**src/rtl/hsv_to_rgb888_assert.svh**
```systemverilog
// Assertion macros for the HSV to RGB888 converter.
// Used by rtl/hsv_to_rgb888.sv; bodies are empty when SYNTH is defined.
`ifndef HSV_TO_RGB888_ASSERT_SVH
`define HSV_TO_RGB888_ASSERT_SVH

`ifndef SYNTH
`define HSV_ASSERT(lbl, clk, rstn, prop) \
  lbl: assert property (@(posedge clk) disable iff (!rstn) (prop)) \
    else $error("hsv_to_rgb888 assertion failed");
`define HSV_ASSERT_NEXT(lbl, clk, rstn, pre, post) \
  lbl: assert property (@(posedge clk) disable iff (!rstn) (pre) |=> (post)) \
    else $error("hsv_to_rgb888 assertion failed");
`else
`define HSV_ASSERT(lbl, clk, rstn, prop)
`define HSV_ASSERT_NEXT(lbl, clk, rstn, pre, post)
`endif

`endif

```
**src/rtl/hsv_pkg.sv**
```systemverilog
// Shared constants and types for the HSV to RGB888 converter.
// No dependencies; imported by hsv_term and hsv_to_rgb888.
`timescale 1ns / 1ps

package hsv_pkg;

  localparam int unsigned FRAC_BITS = 16;
  localparam int unsigned IN_W      = FRAC_BITS + 2;
  localparam int unsigned V_W       = FRAC_BITS + 1;
  localparam int unsigned T_W       = FRAC_BITS + 3;
  localparam int unsigned W_W       = FRAC_BITS + 8;
  localparam int unsigned M_W       = 2 * FRAC_BITS + 1;
  localparam int unsigned HI_W      = W_W + V_W;
  localparam int unsigned LO_W      = W_W + FRAC_BITS;
  localparam int unsigned GREY_W    = IN_W + 8;

  localparam int unsigned ONE        = 1 << FRAC_BITS;
  localparam int unsigned GREY_LIMIT = (3 * ONE + 999) / 1000;
  localparam int unsigned CH_MAX     = 255;

  localparam logic [M_W-1:0] ONE_SQ = M_W'(1) << (2 * FRAC_BITS);

  typedef enum logic [2:0] {
    SEC_0 = 3'd0,
    SEC_1 = 3'd1,
    SEC_2 = 3'd2,
    SEC_3 = 3'd3,
    SEC_4 = 3'd4,
    SEC_5 = 3'd5
  } sector_e;

endpackage

```
**src/rtl/hsv_term.sv**
```systemverilog
// One channel term: floor(w * m / 2^(3*FRAC_BITS)) with two split products.
// Depends on hsv_pkg; products registered on en_i, term out of the registers.
`timescale 1ns / 1ps

module hsv_term import hsv_pkg::*; (
  input  logic           clk_i,
  input  logic           en_i,
  input  logic [W_W-1:0] w_i,
  input  logic [M_W-1:0] m_i,
  output logic [7:0]     term_o
);

  logic [HI_W-1:0] hi_q, hi_d;
  logic [LO_W-1:0] lo_q, lo_d;
  logic [HI_W-1:0] sum;

  assign hi_d = HI_W'(w_i) * HI_W'(m_i[M_W-1:FRAC_BITS]);
  assign lo_d = LO_W'(w_i) * LO_W'(m_i[FRAC_BITS-1:0]);

  always_ff @(posedge clk_i) begin
    if (en_i) begin
      hi_q <= hi_d;
      lo_q <= lo_d;
    end
  end

  assign sum    = hi_q + HI_W'(lo_q[LO_W-1:FRAC_BITS]);
  assign term_o = sum[2*FRAC_BITS+7:2*FRAC_BITS];

endmodule

```
**config.mk**
```make
export PLATFORM = sky130hd
export DESIGN_NAME = hsv_term
export DESIGN_NICKNAME = d
export VERILOG_FILES = /design/src/rtl/hsv_to_rgb888_assert.svh /design/src/rtl/hsv_pkg.sv /design/src/rtl/hsv_term.sv
export SDC_FILE = /design/constraint.sdc
export NUM_CORES = 2
export LEC_CHECK = 0
export ABC_CLOCK_PERIOD_IN_PS = 15450
export BUFFER_PORTS_ARGS = -buffer_cell sky130_fd_sc_hd__buf_2
export CORE_MARGIN = 8
export CORE_UTILIZATION = 45
export CTS_CLUSTER_DIAMETER = 100
export CTS_CLUSTER_SIZE = 10
export DETAILED_ROUTE_END_ITERATION = 7
export HOLD_SLACK_MARGIN = 0.08
export SLEW_MARGIN = 0
export SYNTH_ARGS = -nofsm -noshare
export SYNTH_HDL_FRONTEND = slang
export SYNTH_SLANG_ARGS = --single-unit
```
**constraint.sdc**
```tcl
create_clock -name clk_i -period 15.45 [get_ports clk_i]
set_clock_uncertainty 0.05 [all_clocks]
set_input_delay 2.3175 -clock clk_i [delete_from_list [all_inputs] [get_ports clk_i]]
set_output_delay 2.3175 -clock clk_i [all_outputs]
set_load 0.01 [all_outputs]
```
==> key figures <==
Setup path
  – CP top delay family: adder cells
  – Data arrival, critical path: 9000 ps
  – CP Cell Sequence: buf_2 -> nand2_1 -> fa_1 -> inv_1 -> fa_1 -> inv_1 -> fa_1 -> inv_1 -> fa_1 -> fa_1 -> inv_1 -> fa_1 -> inv_1 -> ha_1 -> nand3_1 -> nor3_1 -> o2111ai_1 -> a21oi_1 -> o2111ai_2 -> nand3b_2 -> a221o_1 -> a21oi_2 -> xnor2_1
  – CP dominant cell by count: fa_1
  – Max stage delay on crit path: 730 ps
  – Critical path fanouts, max: 33
  – Critical path class: in -> reg
  – Element type at the critical path start: input pin
  – CP max-delay cell: buf_2
  – Worst EP required: 15,500 ps
  – Crit path capture type: register
  – Bufs and invs on worst path: 6

Die
  – Starting density of the core: 45.4%
  – Chip width: 262 um
  – Boundary Pins: 67
  – Core Area: 0.0601 sq mm
  – Die Y: 262 um
  – Row count: 90
  – Die area: 0.0687 sq mm

Final layout
  – Area growth, synth to finish: 4.23%
  – Fin util: 47.3%
  – Commonest non-fill, non-tap cell in the layout: inv_1
  – Share of post-route cells with drive strength above 1: 3.64%
  – Commonest cells after routing, fill and taps aside: inv_1, fa_1, nand2_1
  – Nets: 3,898

Place
  – Final HPWL from detailed placement: 54,900 um
  – IO Port Bufs: 66
  – Dpl ws: 6200 ps
  – Routability Congestion: 0.866

Routing
  – 1st-iter DRT viols: 1,107
  – DR vias: 19,900
  – Routed length per placed instance: 19.7 um
  – DR pass1 iterations: 6
  – WL final: 74,000 um
  – Post-route ant nets: 0
  – Vias per Instance: 5.30
  – Residual DRC count: 0

Synth
  – Synth Register Bits: 64
  – Ys async rst share: 0%
  – Cell area after synthesis: 0.0273 sq mm
  – Seq/Total Area, Yosys: 7.05%
  – Post-synth EDFFs: 64
  – Ys flop type: edfxtp_1
  – Mean post-synth cell area: 9.03 sq um
  – Post-synthesis net count: 3,956
  – Post-Synthesis Cells: 3,021
  – Yosys cell types: 55
  – Syn. warnings: 0

Timing
  – Slew Viols, Final: 0
  – Final-report setup violation count: 0
  – Slew headroom: 32.0%
  – Tcrit/Tclk final: 57.9%
  – Final min period: 8950 ps
  – Final setup margin: 6500 ps
  – Max Clk Rate: 0.112 GHz
  – Fin. Hold Viols: 0
  – Worst-Margin Slew: 1020 ps
  – Final TNS setup: 0 ps
  – Unrepaired setup endpoints after global routing: no

CTS
  – Post-CTS Setup Bufs: 0
  – Num CTS Buffers: 9
  – Sink Count: 64
  – Resize count post-CTS: 0
  – Clock-pin slew on the worst setup and hold paths: 60 ps
  – H-tree depth: 3
  – Hold-fix buffers at CTS: 0
  – Root Buffer: clkbuf_16
  – Longest Clk Path Bufs: 2
  – CTS tree: yes

Global route
  – Global-route usage over all layers: 22.3%
  – First-pass GRT wire length: 119,000 um
  – Total grt overflow: 0
  – Initial antenna violation count: 1
  – Vias in the first global route: 21,800
  – Largest net degree at the start of global routing: 65

Min path
  – Worst Hold Path Cells: 2
  – Hold Startpoint: en_i
  – Hold/Removal Path Class: in -> reg
  – Worst hold endpoint: hi_q[38]

Run status
  – Status: complete, no violations

Run
  – Max_cap viols: 0
-- state kept, by name, indices dropped and copies added, names as in the netlist --
register / count
hi_q: 40
lo_q: 24
-- final cells by class --
class	instances	area [sq um]
Timing Repair Buffer	74	390
Clock inverter	7	95.1
Sequential cell	64	1920
Multi-Input combinational cell	2052	22000
Tap cell	782	978
Fill cell	5847	31700
Antenna cell	1	2.50
Clock buffer	9	225
Inverter	762	2860
-- how the worst max path moves through the flow --
stage | startpoint | endpoint | cells after the start
4_1_cts | w_i[13] | lo_q[39] | 23
5_1_grt | w_i[13] | lo_q[39] | 23
3_5_place_dp | w_i[13] | lo_q[39] | 23
2_1_floorplan | w_i[10] | hi_q[39] | 23
3_3_place_gp | w_i[13] | lo_q[39] | 23
6_report | w_i[13] | lo_q[39] | 23
-- per-layer routing --
layer  GRT usage (%)  wire length [um]  up-vias
li1                -                 -     8687
met1            30.3             31600    10400
met2            37.2             35600      710
met3            4.09              5640       88
met4            4.80              1190        0
met5               0                 0        -
-- cells in the mapped netlist, types with 9 or more instances --
| cell type | count | area (sq um) |
|---|---|---|
| ha_1 | 243 | 3040 |
| nor2_1 | 29 | 109 |
| nand2b_1 | 11 | 68.8 |
| nand4_1 | 12 | 75.1 |
| nand3_1 | 21 | 105 |
| nor2b_1 | 9 | 56.3 |
| and2_1 | 313 | 1960 |
| nand2_1 | 514 | 1930 |
| fa_1 | 633 | 12700 |
| a21oi_1 | 57 | 285 |
| clkbuf_1 | 141 | 529 |
| inv_1 | 762 | 2860 |
| xnor2_1 | 51 | 447 |
| a21o_1 | 31 | 233 |
| edfxtp_1 | 64 | 1920 |
| o21ai_0 | 21 | 105 |
| xor2_1 | 15 | 131 |
-- per-stage QoR --
stage / hold slack (ps) / cells / area, sq um
after global routing: 2650 / 3750 / 28400
after CTS: 2630 / 3750 / 28400
after floorplan: 2380 / 3021 / 27300
after global placement: 2820 / 3734 / 28100
final: 2630 / 3751 / 28400
after detailed placement: 2810 / 3734 / 28100
-- cells by family after synthesis --
group | synth area share, %
buffers and inverters | 12.5
DFF | 7.05
xor gates and xnor gates | 2.12
adders and majority gates | 57.6
and+or+nand+nor | 16.5
AOI/OAI and AO/OA | 4.30
Power is left out: the tool's default activity adds up to more than one toggle a clock period on the data nets, which glitch-free logic cannot reach.
